## config.mk

```make
export PLATFORM = sky130hd
export DESIGN_NAME = dshot_telemetry_erpm_decoder
export DESIGN_NICKNAME = d
export VERILOG_FILES = /design/src/design/dter_pkg.sv /design/src/design/dshot_telemetry_erpm_decoder.sv
export SDC_FILE = /design/constraint.sdc
export NUM_CORES = 1
export LEC_CHECK = 0
export ABC_AREA = 1
export BUFFER_PORTS_ARGS = -buffer_cell sky130_fd_sc_hd__buf_2
export CAP_MARGIN = 20
export CELL_PAD_IN_SITES_DETAIL_PLACEMENT = 1
export CELL_PAD_IN_SITES_GLOBAL_PLACEMENT = 2
export CORE_ASPECT_RATIO = 0.75
export CORE_MARGIN = 2
export CORE_UTILIZATION = 39
export DETAILED_ROUTE_END_ITERATION = 6
export GPL_TIMING_DRIVEN = 0
export PLACE_DENSITY = 0.78
export SYNTH_ARGS = -nofsm -noshare
export SYNTH_HDL_FRONTEND = slang
export SYNTH_SLANG_ARGS = --single-unit
```

## constraint.sdc

```tcl
create_clock -name clk -period 5.3 [get_ports clk]
set_input_delay 1.06 -clock clk [delete_from_list [all_inputs] [get_ports clk]]
set_output_delay 1.06 -clock clk [all_outputs]
set_load 0.01 [all_outputs]
```

## src/design/dter_pkg.sv

```systemverilog
`timescale 1ns / 1ps
package dter_pkg;

  localparam int NumLines = 4;
  localparam int CodeW = 21;
  localparam int RunW = 5;
  localparam int LenW = 6;
  localparam int PeriodW = 16;
  localparam int QuoW = 20;
  localparam int RemW = PeriodW + 1;
  localparam int CntW = 5;

  localparam logic [RunW-1:0] RunMax = 5'd31;
  localparam logic [LenW-1:0] LenMax = 6'd63;
  localparam logic [QuoW-1:0] ErpmScale = 20'd1000000;
  localparam logic [15:0] ErpmMax = 16'hFFFF;
  localparam logic [3:0] SpbReset = 4'd4;
  localparam logic [3:0] SpbMin = 4'd2;
  localparam logic [3:0] SpbMax = 4'd8;
  localparam logic [CntW-1:0] DivLast = 5'd19;

  typedef enum logic [2:0] {
    ST_IDLE,
    ST_LINE,
    ST_DECODE,
    ST_DIV,
    ST_OUT
  } state_t;

  // {invalid, nibble}
  function automatic logic [4:0] gcr_decode(input logic [4:0] q);
    logic [4:0] r;
    case (q)
      5'h09: r = 5'h09;
      5'h0A: r = 5'h0A;
      5'h0B: r = 5'h0B;
      5'h0D: r = 5'h0D;
      5'h0E: r = 5'h0E;
      5'h0F: r = 5'h0F;
      5'h12: r = 5'h02;
      5'h13: r = 5'h03;
      5'h15: r = 5'h05;
      5'h16: r = 5'h06;
      5'h17: r = 5'h07;
      5'h19: r = 5'h00;
      5'h1A: r = 5'h08;
      5'h1B: r = 5'h01;
      5'h1D: r = 5'h04;
      5'h1E: r = 5'h0C;
      default: r = 5'h10;
    endcase
    return r;
  endfunction

endpackage

```

## src/design/dshot_telemetry_erpm_decoder.sv

```systemverilog
`timescale 1ns / 1ps
// Channel | Signals                                    | Transfer when
// input   | in_valid in_ready line_bits last_sample    | in_valid & in_ready
// output  | out_valid out_ready channel erpm           | out_valid & out_ready
//         |   frame_error last_result                  |
// config  | cfg_we cfg_data                            | cfg_we
//
// Once two samples of the window have been seen, each further sample also passes
// through the shared run/shift step, one line at a time.
// A last sample then gives four results; each passes through a decode step and the
// bit-serial restoring divider (skipped on error), then waits for out_ready.
// in_ready is low while a sample or a result is in progress.
// Synchronous reset sets samples_per_bit to 4 and clears the window state.
module dshot_telemetry_erpm_decoder (
  input  logic       clk,
  input  logic       rst,
  input  logic       in_valid,
  output logic       in_ready,
  input  logic [3:0] line_bits,
  input  logic       last_sample,
  output logic       out_valid,
  input  logic       out_ready,
  output logic [1:0] channel,
  output logic [15:0] erpm,
  output logic       frame_error,
  output logic       last_result,
  input  logic       cfg_we,
  input  logic [3:0] cfg_data
);

  dter_pkg::state_t state, state_next;

  logic [3:0] spb;
  logic [3:0] older, newer, filt;
  logic [1:0] seen;
  logic       last_pend;
  logic [1:0] k;
  logic                          lvl [dter_pkg::NumLines];
  logic [dter_pkg::RunW-1:0]     run [dter_pkg::NumLines];
  logic [dter_pkg::LenW-1:0]     blen [dter_pkg::NumLines];
  logic [dter_pkg::CodeW-1:0]    code [dter_pkg::NumLines];
  logic [dter_pkg::PeriodW-1:0]  period;
  logic                          err;
  logic [dter_pkg::QuoW-1:0]     dvd, quo, quo_next;
  logic [dter_pkg::RemW-1:0]     rem, rem_next, rem_shift;
  logic [dter_pkg::CntW-1:0]     cnt;
  logic [15:0]                   erpm_r;

  logic in_xfer, out_xfer, k_last;
  assign in_xfer = in_valid && in_ready;
  assign out_xfer = out_valid && out_ready;
  assign k_last = (k == 2'(dter_pkg::NumLines - 1));

  // Run/shift step for line k
  logic [3:0] spb_c;
  logic [4:0] th3, th2, cnt_run;
  logic [1:0] nbits;
  logic [2:0] fill;
  logic [6:0] len_sum;
  logic       bitv, prv;
  logic [dter_pkg::CodeW-1:0] code_step;

  always_comb begin
    spb_c = spb;
    if (spb < dter_pkg::SpbMin) spb_c = dter_pkg::SpbMin;
    if (spb > dter_pkg::SpbMax) spb_c = dter_pkg::SpbMax;
    th3 = {1'b0, spb_c} * 5'd3 - 5'd2;
    th2 = {spb_c, 1'b0} - 5'd2;
    bitv = filt[k];
    prv = lvl[k];
    cnt_run = (blen[k] != '0) ? run[k] : '0;
    if (cnt_run >= th3) nbits = 2'd3;
    else if (cnt_run >= th2) nbits = 2'd2;
    else nbits = 2'd1;
    fill = prv ? 3'b111 : 3'b000;
    len_sum = {1'b0, blen[k]} + {5'b0, nbits};
    case (nbits)
      2'd2: code_step = {code[k][18:0], fill[1:0]};
      2'd3: code_step = {code[k][17:0], fill};
      default: code_step = {code[k][19:0], fill[0]};
    endcase
  end

  // Decode of line k
  logic [dter_pkg::CodeW-1:0] pad, gray;
  logic [4:0] q0, q1, q2, q3;
  logic [3:0] crc;
  logic [11:0] data;
  logic [dter_pkg::PeriodW-1:0] p_dec;
  logic bad;

  always_comb begin
    if (blen[k] == 6'd21) pad = {code[k][19:0], 1'b1};
    else if (blen[k] == 6'd20) pad = {code[k][18:0], 2'b11};
    else pad = code[k];
    gray = pad ^ (pad >> 1);
    q0 = dter_pkg::gcr_decode(gray[4:0]);
    q1 = dter_pkg::gcr_decode(gray[9:5]);
    q2 = dter_pkg::gcr_decode(gray[14:10]);
    q3 = dter_pkg::gcr_decode(gray[19:15]);
    crc = ~(q1[3:0] ^ q2[3:0] ^ q3[3:0]);
    data = {q3[3:0], q2[3:0], q1[3:0]};
    p_dec = {7'b0, data[8:0]} << data[11:9];
    bad = q0[4] || q1[4] || q2[4] || q3[4] || (crc != q0[3:0]) || (p_dec == '0);
  end

  // Restoring divider step
  always_comb begin
    rem_shift = {rem[dter_pkg::RemW-2:0], dvd[dter_pkg::QuoW-1]};
    if (rem_shift >= {1'b0, period}) begin
      rem_next = rem_shift - {1'b0, period};
      quo_next = {quo[dter_pkg::QuoW-2:0], 1'b1};
    end else begin
      rem_next = rem_shift;
      quo_next = {quo[dter_pkg::QuoW-2:0], 1'b0};
    end
  end

  always_comb begin
    state_next = state;
    case (state)
      dter_pkg::ST_IDLE: begin
        if (in_xfer) begin
          if (seen >= 2'd2) state_next = dter_pkg::ST_LINE;
          else if (last_sample) state_next = dter_pkg::ST_DECODE;
        end
      end
      dter_pkg::ST_LINE: begin
        if (k_last) state_next = last_pend ? dter_pkg::ST_DECODE : dter_pkg::ST_IDLE;
      end
      dter_pkg::ST_DECODE: state_next = bad ? dter_pkg::ST_OUT : dter_pkg::ST_DIV;
      dter_pkg::ST_DIV: if (cnt == dter_pkg::DivLast) state_next = dter_pkg::ST_OUT;
      dter_pkg::ST_OUT: begin
        if (out_ready) state_next = k_last ? dter_pkg::ST_IDLE : dter_pkg::ST_DECODE;
      end
      default: state_next = dter_pkg::ST_IDLE;
    endcase
  end

  always_comb begin
    in_ready = (state == dter_pkg::ST_IDLE);
    out_valid = (state == dter_pkg::ST_OUT);
    channel = k;
    erpm = erpm_r;
    frame_error = err;
    last_result = k_last;
  end

  always_ff @(posedge clk) begin
    if (rst) begin
      state <= dter_pkg::ST_IDLE;
      spb <= dter_pkg::SpbReset;
      older <= '1;
      newer <= '1;
      seen <= '0;
      last_pend <= 1'b0;
      k <= '0;
      for (int i = 0; i < dter_pkg::NumLines; i++) begin
        lvl[i] <= 1'b1;
        run[i] <= '0;
        blen[i] <= '0;
        code[i] <= '0;
      end
    end else begin
      state <= state_next;
      if (cfg_we) spb <= cfg_data;
      case (state)
        dter_pkg::ST_IDLE: begin
          if (in_xfer) begin
            filt <= (older & newer) | (newer & line_bits) | (older & line_bits);
            if (seen < 2'd2) seen <= seen + 2'd1;
            older <= newer;
            newer <= line_bits;
            last_pend <= last_sample;
            k <= '0;
          end
        end
        dter_pkg::ST_LINE: begin
          if (bitv != prv) begin
            code[k] <= code_step;
            blen[k] <= (len_sum > {1'b0, dter_pkg::LenMax}) ? dter_pkg::LenMax
                                                          : len_sum[dter_pkg::LenW-1:0];
            lvl[k] <= bitv;
            run[k] <= '0;
          end else if (run[k] < dter_pkg::RunMax) begin
            run[k] <= run[k] + 5'd1;
          end
          k <= k + 2'd1;
        end
        dter_pkg::ST_DECODE: begin
          period <= p_dec;
          err <= bad;
          erpm_r <= '0;
          dvd <= dter_pkg::ErpmScale;
          rem <= '0;
          quo <= '0;
          cnt <= '0;
        end
        dter_pkg::ST_DIV: begin
          rem <= rem_next;
          quo <= quo_next;
          dvd <= {dvd[dter_pkg::QuoW-2:0], 1'b0};
          cnt <= cnt + 5'd1;
          if (cnt == dter_pkg::DivLast) begin
            erpm_r <= (quo_next[dter_pkg::QuoW-1:16] != '0) ? dter_pkg::ErpmMax
                                                            : quo_next[15:0];
          end
        end
        dter_pkg::ST_OUT: begin
          if (out_ready) begin
            k <= k + 2'd1;
            if (k_last) begin
              // close the window
              older <= '1;
              newer <= '1;
              seen <= '0;
              last_pend <= 1'b0;
              for (int i = 0; i < dter_pkg::NumLines; i++) begin
                lvl[i] <= 1'b1;
                run[i] <= '0;
                blen[i] <= '0;
                code[i] <= '0;
              end
            end
          end
        end
        default: ;
      endcase
    end
  end

endmodule

```

Word-level counts from Yosys, hierarchy flattened
Memory sizes are Yosys's and may differ from the RTL's. A register that Yosys moved wholly into a read port is not among the register bits.
Index checks and enable logic that the tools add are counted.
- bits in registers: 117
- ROM bits: 640
- word-level logic and storage cells: 216
- memories kept: 8
- output and inout bits: 22
- memory bits (writable): 132
- memory list (memory ; depth ; width ; read ports ; clocked after memory_dff ; wr ports ; line ; RTL):
    (no name shown) ; 32 ; 5 ; 1 ; 0 ; 0 ; dter_pkg.sv:33 ; case (q)
    (no name shown) ; 32 ; 5 ; 1 ; 0 ; 0 ; dter_pkg.sv:33 ;
    (no name shown) ; 32 ; 5 ; 1 ; 0 ; 0 ; dter_pkg.sv:33 ;
    (no name shown) ; 32 ; 5 ; 1 ; 0 ; 0 ; dter_pkg.sv:33 ;
    code ; 4 ; 21 ; 1 ; 1 ; 4 ; dshot_telemetry_erpm_decoder.sv:41 ; logic [dter_pkg::CodeW-1:0] code [dter_pkg::NumLines];
    blen ; 4 ; 6 ; 1 ; 1 ; 4 ; dshot_telemetry_erpm_decoder.sv:40 ; logic [dter_pkg::LenW-1:0] blen [dter_pkg::NumLines];
    2 more memories ; -- ; -- ; -- ; -- ; -- ; -- ;
- multiplexer cells: 102
- shift-type cells: 1
- equality and inequality tests: 19
- reductions and logical operators: 25
- order comparisons: 10
- $add $sub $neg: 8
- multiply operators: 1
- bitwise logic cells: 27
- operators with widths (cell ; number):
    2-to-1 mux 21 bit ; 7
    one-hot mux 16 bit (2 select lines) ; 2
    2-to-1 mux 16 bit ; 3
    2-to-1 mux 2 bit ; 22
    one-hot mux 21 bit (2 select lines) ; 1
    one-hot mux 20 bit (2 select lines) ; 1
    one-hot mux 19 bit (2 select lines) ; 1
    2-to-1 mux 6 bit ; 6
    2-to-1 mux 5 bit ; 7
    2-to-1 mux 1 bit ; 30
    2-to-1 mux 3 bit ; 8
    2-to-1 mux 4 bit ; 6
    OR reduction 21 bit ; 1
    bitwise XOR 20 bit ; 1
    greater-or-equal comparator 17 x 16 -> 1 bit ; 1
    OR 1 bit ; 17
    logical NOT 16 bit ; 1
    one-hot mux 4 bit (2 select lines) ; 2
    << shifter 9 x 3 -> 16 bit ; 1
    subtractor 16 bit ; 1
    one-hot mux 3 bit (5 select lines) ; 1
    AND 4 bit ; 3
    == test 6 x 5 -> 1 bit (second input constant) ; 2
    adder 5 x 1 -> 5 bit (second input constant) ; 2
    other kinds (45) ; 66

Logic depth before layout (Yosys ltp)
An unclocked memory read counts as a cell.
- word-level depth: 13
- mapped depth: 34

Least setup slack after synthesis
Ideal clock, no wire load.
- kind: register -> register
- start: register (tool-made name)
- end: memory blen[0][5] (netlist name), data pin
- cell stages (with the launch flop): 25
- library setup time: 0.255 ns
- clock period less this slack: 4.460 ns
- required time: 5.045 ns
- arrival time: 4.205 ns
- setup slack: 0.840 ns
- cells stage by stage: dfxtp_1 > inv_2 > buf_6 > nand2_1 > nand3_1 > nand2_1 > nand2_4 > nor4_1 > nor2_1 > ha_1 > a21o_1 > a221oi_1 > and3_1 > clkbuf_1 > inv_1 > nor2_1 > inv_1 > clkbuf_1 > ha_1 > a21oi_1 > nor2_1 > nand3_1 > xor2_1 > and2_1 > nor2_1
- RTL lines (what ; line):
    end: declaration ; dshot_telemetry_erpm_decoder.sv:40

==> flow_metrics.py <==
metrics = {
    "run_status": {
        "status": "finished clean",
    },
    "placed_design": {
        "portBuffers": 35,
        "place_area_um2": 15900,
        "routabilityCongestion": 0.840,
        "dp_hpwl_um": 33000,
    },
    "hold_path": {
        "hold_path_class": "flip-flop to flip-flop",
        "hold_start": "older[1]",
    },
    "yosys": {
        "syn_area_um2": 15000,
        "synthArstFlopShare_pct": 0,
        "synth_flop_cell": "edfxtp_1",
        "synth-seq-cells": 245,
        "syn_inst": 1872,
        "yosys.area_share.adder_pct": 4.76,
        "synthesis.nets": 1938,
        "synth_xor_area_share_pct": 1.79,
        "synth_seq_area_share_pct": 47.4,
        "ys_warn_count": 0,
        "synth_mux_area_share_pct": 0,
        "synth_enable_flop_cells": 219,
        "synthSimpleGateAreaFrac_pct": 27.8,
        "ys_types": 57,
        "synth_top_family_by_area": "simple AND/OR/NAND/NOR gates",
        "synth_compound_area_share_pct": 8.57,
        "avgSynthCellArea_um2": 8.01,
    },
    "job": {
        "drv_cap": 0,
    },
    "die": {
        "rows": 62,
        "dieWidth_um": 230,
        "io_pins": 36,
        "die_y_um": 174,
        "die_area_um2": 40000,
        "start_util_pct": 39.3,
        "coreArea_um2": 38100,
    },
    "global_routing": {
        "track_usage_pct": 22.5,
        "grt_pass1_vias": 13000,
        "grt_max_degree": 31,
        "grt_pass1_wl_um": 71400,
        "antenna_found_initial": 1,
        "grt_overflow": 0,
    },
    "timing": {
        "maxSlewViolCount": 0,
        "max_slew_margin_pct": 31.3,
        "fin_worst_skew_ns": 0.0472,
        "period_minus_slack_ns": 4.87,
        "hold_violations": 0,
        "tightestPinTransition_ns": 1.02,
        "setup_viol": 0,
        "max_clock_freq_ghz": 0.205,
        "rsz0062_at_grt": "no",
        "post-route-period-util_pct": 91.8,
    },
    "power_and_ir_drop": {
        "leakage_nw": 8.14,
        "fin_total_pwr_mw": 8.79,
        "irDropWorstVdd_mv": 0.240,
        "power_per_cell_area_nw_per_um2": 519,
    },
    "worst_setup_path": {
        "cp_max_fo": 10,
        "arrival_ns": 5.21,
        "path_buf_inv": 10,
        "critPathTopFamily": "buffers and inverters",
        "crit_required_ns": 5.64,
        "end_kind": "flip-flop",
        "critPathKind": "flip-flop to flip-flop",
        "max_stage_delay_ns": 0.35,
        "critical-path-slowest-cell": "dfxtp_1",
        "crit_path_start_kind": "flip-flop",
    },
    "cells_and_area": {
        "final_area_um2": 16900,
        "synthToLayoutAreaGrowth_pct": 13.0,
        "nNetsFinal": 2007,
        "layout_commonest_cell": "nand2_1",
        "drive_gt1_share_pct": 11.4,
        "final_cell_mix": "nand2_1 (570), inv_1 (273), edfxtp_1 (219), nor2_1 (177), nand3_1 (136)",
    },
    "clocking": {
        "hold_buffers": 0,
        "cts.sinks": 245,
        "cts_root_buf": "clkbuf_16",
        "insertion_delay_ns": 0.60,
        "htreeDepth": 1,
        "cts_buffers": 28,
        "cts_tree": "yes",
        "clk_pin_slew_ns": 0.06,
        "cts_buffer_depth": 3,
    },
    "routing": {
        "vias": 12600,
        "wl_um": 44200,
        "wire_per_inst_um": 17.8,
        "postRouteAntennaNets": 0,
        "route.detailed.drc": 0,
        "drt_iter0_drc": 790,
        "drtPass1Iterations": 4,
        "post_drt_via_cell_ratio": 5.08,
    },
}
==> stage by stage <==
| stage | instances | setup slack, ns | setup TNS (ns) | util (%) | hold WS [ns] |
|---|---|---|---|---|---|
| after floorplan | 1872 | 0.840 | 0 | - | 0.431 |
| after global placement | 2419 | -0.718 | -33.03 | 41.5 | 0.440 |
| after detailed placement | 2422 | -0.844 | -28.95 | 41.7 | 0.456 |
| after CTS | 2472 | 0.00502 | 0 | 44.3 | 0.471 |
| after global routing | 2474 | 0.0467 | 0 | 44.5 | 0.492 |
| final | 2475 | 0.433 | 0 | 44.5 | 0.468 |
==> synthesized netlist by cell type (all sizes together), types with 3 or more instances <==
master | number | area [µm²]
nand2 | 607 | 2380
inv | 287 | 1080
edfxtp | 219 | 6580
nor2 | 192 | 793
nand3 | 141 | 731
o21ai | 82 | 429
a21oi | 54 | 270
ha | 49 | 613
buf | 36 | 262
dfxtp | 26 | 521
clkbuf | 24 | 90.1
xor2 | 20 | 198
o221ai | 19 | 166
o211ai | 17 | 138
nor3 | 13 | 65.1
nand4 | 12 | 75.1
or2 | 9 | 56.3
a32oi | 8 | 85.1
xnor2 | 8 | 70.1
clkinv | 6 | 23.8
o21bai | 6 | 45.0
and2 | 5 | 31.3
maj3 | 4 | 40.0
a211oi | 3 | 22.5
a31oi | 3 | 25.0
fa | 3 | 60.1
nor4 | 3 | 18.8
o22ai | 3 | 18.8
==> routing by layer <==
| metal | global-route usage (%) | vias to the layer above | part of all wire [%] |
|---|---|---|---|
| met2 | 33.8 | 196 | 42 |
| met3 | 2.76 | 45 | 4.1 |
| met5 | 0 | - | 0 |
| met4 | 3.33 | 0 | 1.4 |
| met1 | 35.0 | 6112 | 53 |
| li1 | - | 6215 | - |
==> worst paths after layout <==
kind | end | slack, ns | depth (start not counted)
worst max-delay path | blen[0][5] | 0.43 | 25
worst min-delay path | older[1] | 0.47 | 2
worst max register to register | blen[0][5] | 0.43 | 25
worst min register to register | older[1] | 0.47 | 2
==> registers in the layout, indices dropped and copies added, names as in the netlist, named ones only <==
register	flops
cnt	5
period	16
dvd	14
quo	19
filt	4
older	4
rem	16
lvl	4
seen	2
blen	24
spb	4
state	3
channel	2
code	84
erpm	16
run	20
frame_error	1
last_pend	1
newer	4
==> power by group <==
part           switching, mW  internal (mW)
combinational           3.03           1.26
clock                  0.843           1.21
sequential            0.0826           2.37
==> layout make-up <==
cell class / instances / area (µm²)
tap: 512 / 641
multi-input combinational: 1274 / 6520
fill: 4581 / 21100
buffer: 57 / 347
sequential: 245 / 7100
clock buffer: 38 / 841
inverter: 293 / 1100
timing repair buffer: 42 / 245
antenna: 1 / 2.50
clock inverter: 13 / 143
==> worst min-delay path, delay by kind of cell, from the launching register on <==
family,cells,cell delay [ns]
AND/OR/NAND/NOR,2,0.10
flip-flops,1,0.33
==> logic make-up (layout without fill, tap and decap cells) <==
family	after synthesis	count (layout)
other	0	1
XOR/XNOR	28	28
buffers and inverters	353	443
AND/OR/NAND/NOR	985	985
flip-flops	245	245
adder cells (fa/ha/maj)	56	56
AO/OA/AOI/OAI	205	205
==> what timing repair did <==
| item | CTS | global route |
|---|---|---|
| resized for setup | 7 | 10 |
| setup buffers | 1 | 2 |
| pin swaps | 0 | 2 |
| endpoints found under the setup margin | 98 | 88 |
No activity file was read; power rests on OpenSTA's default activity.
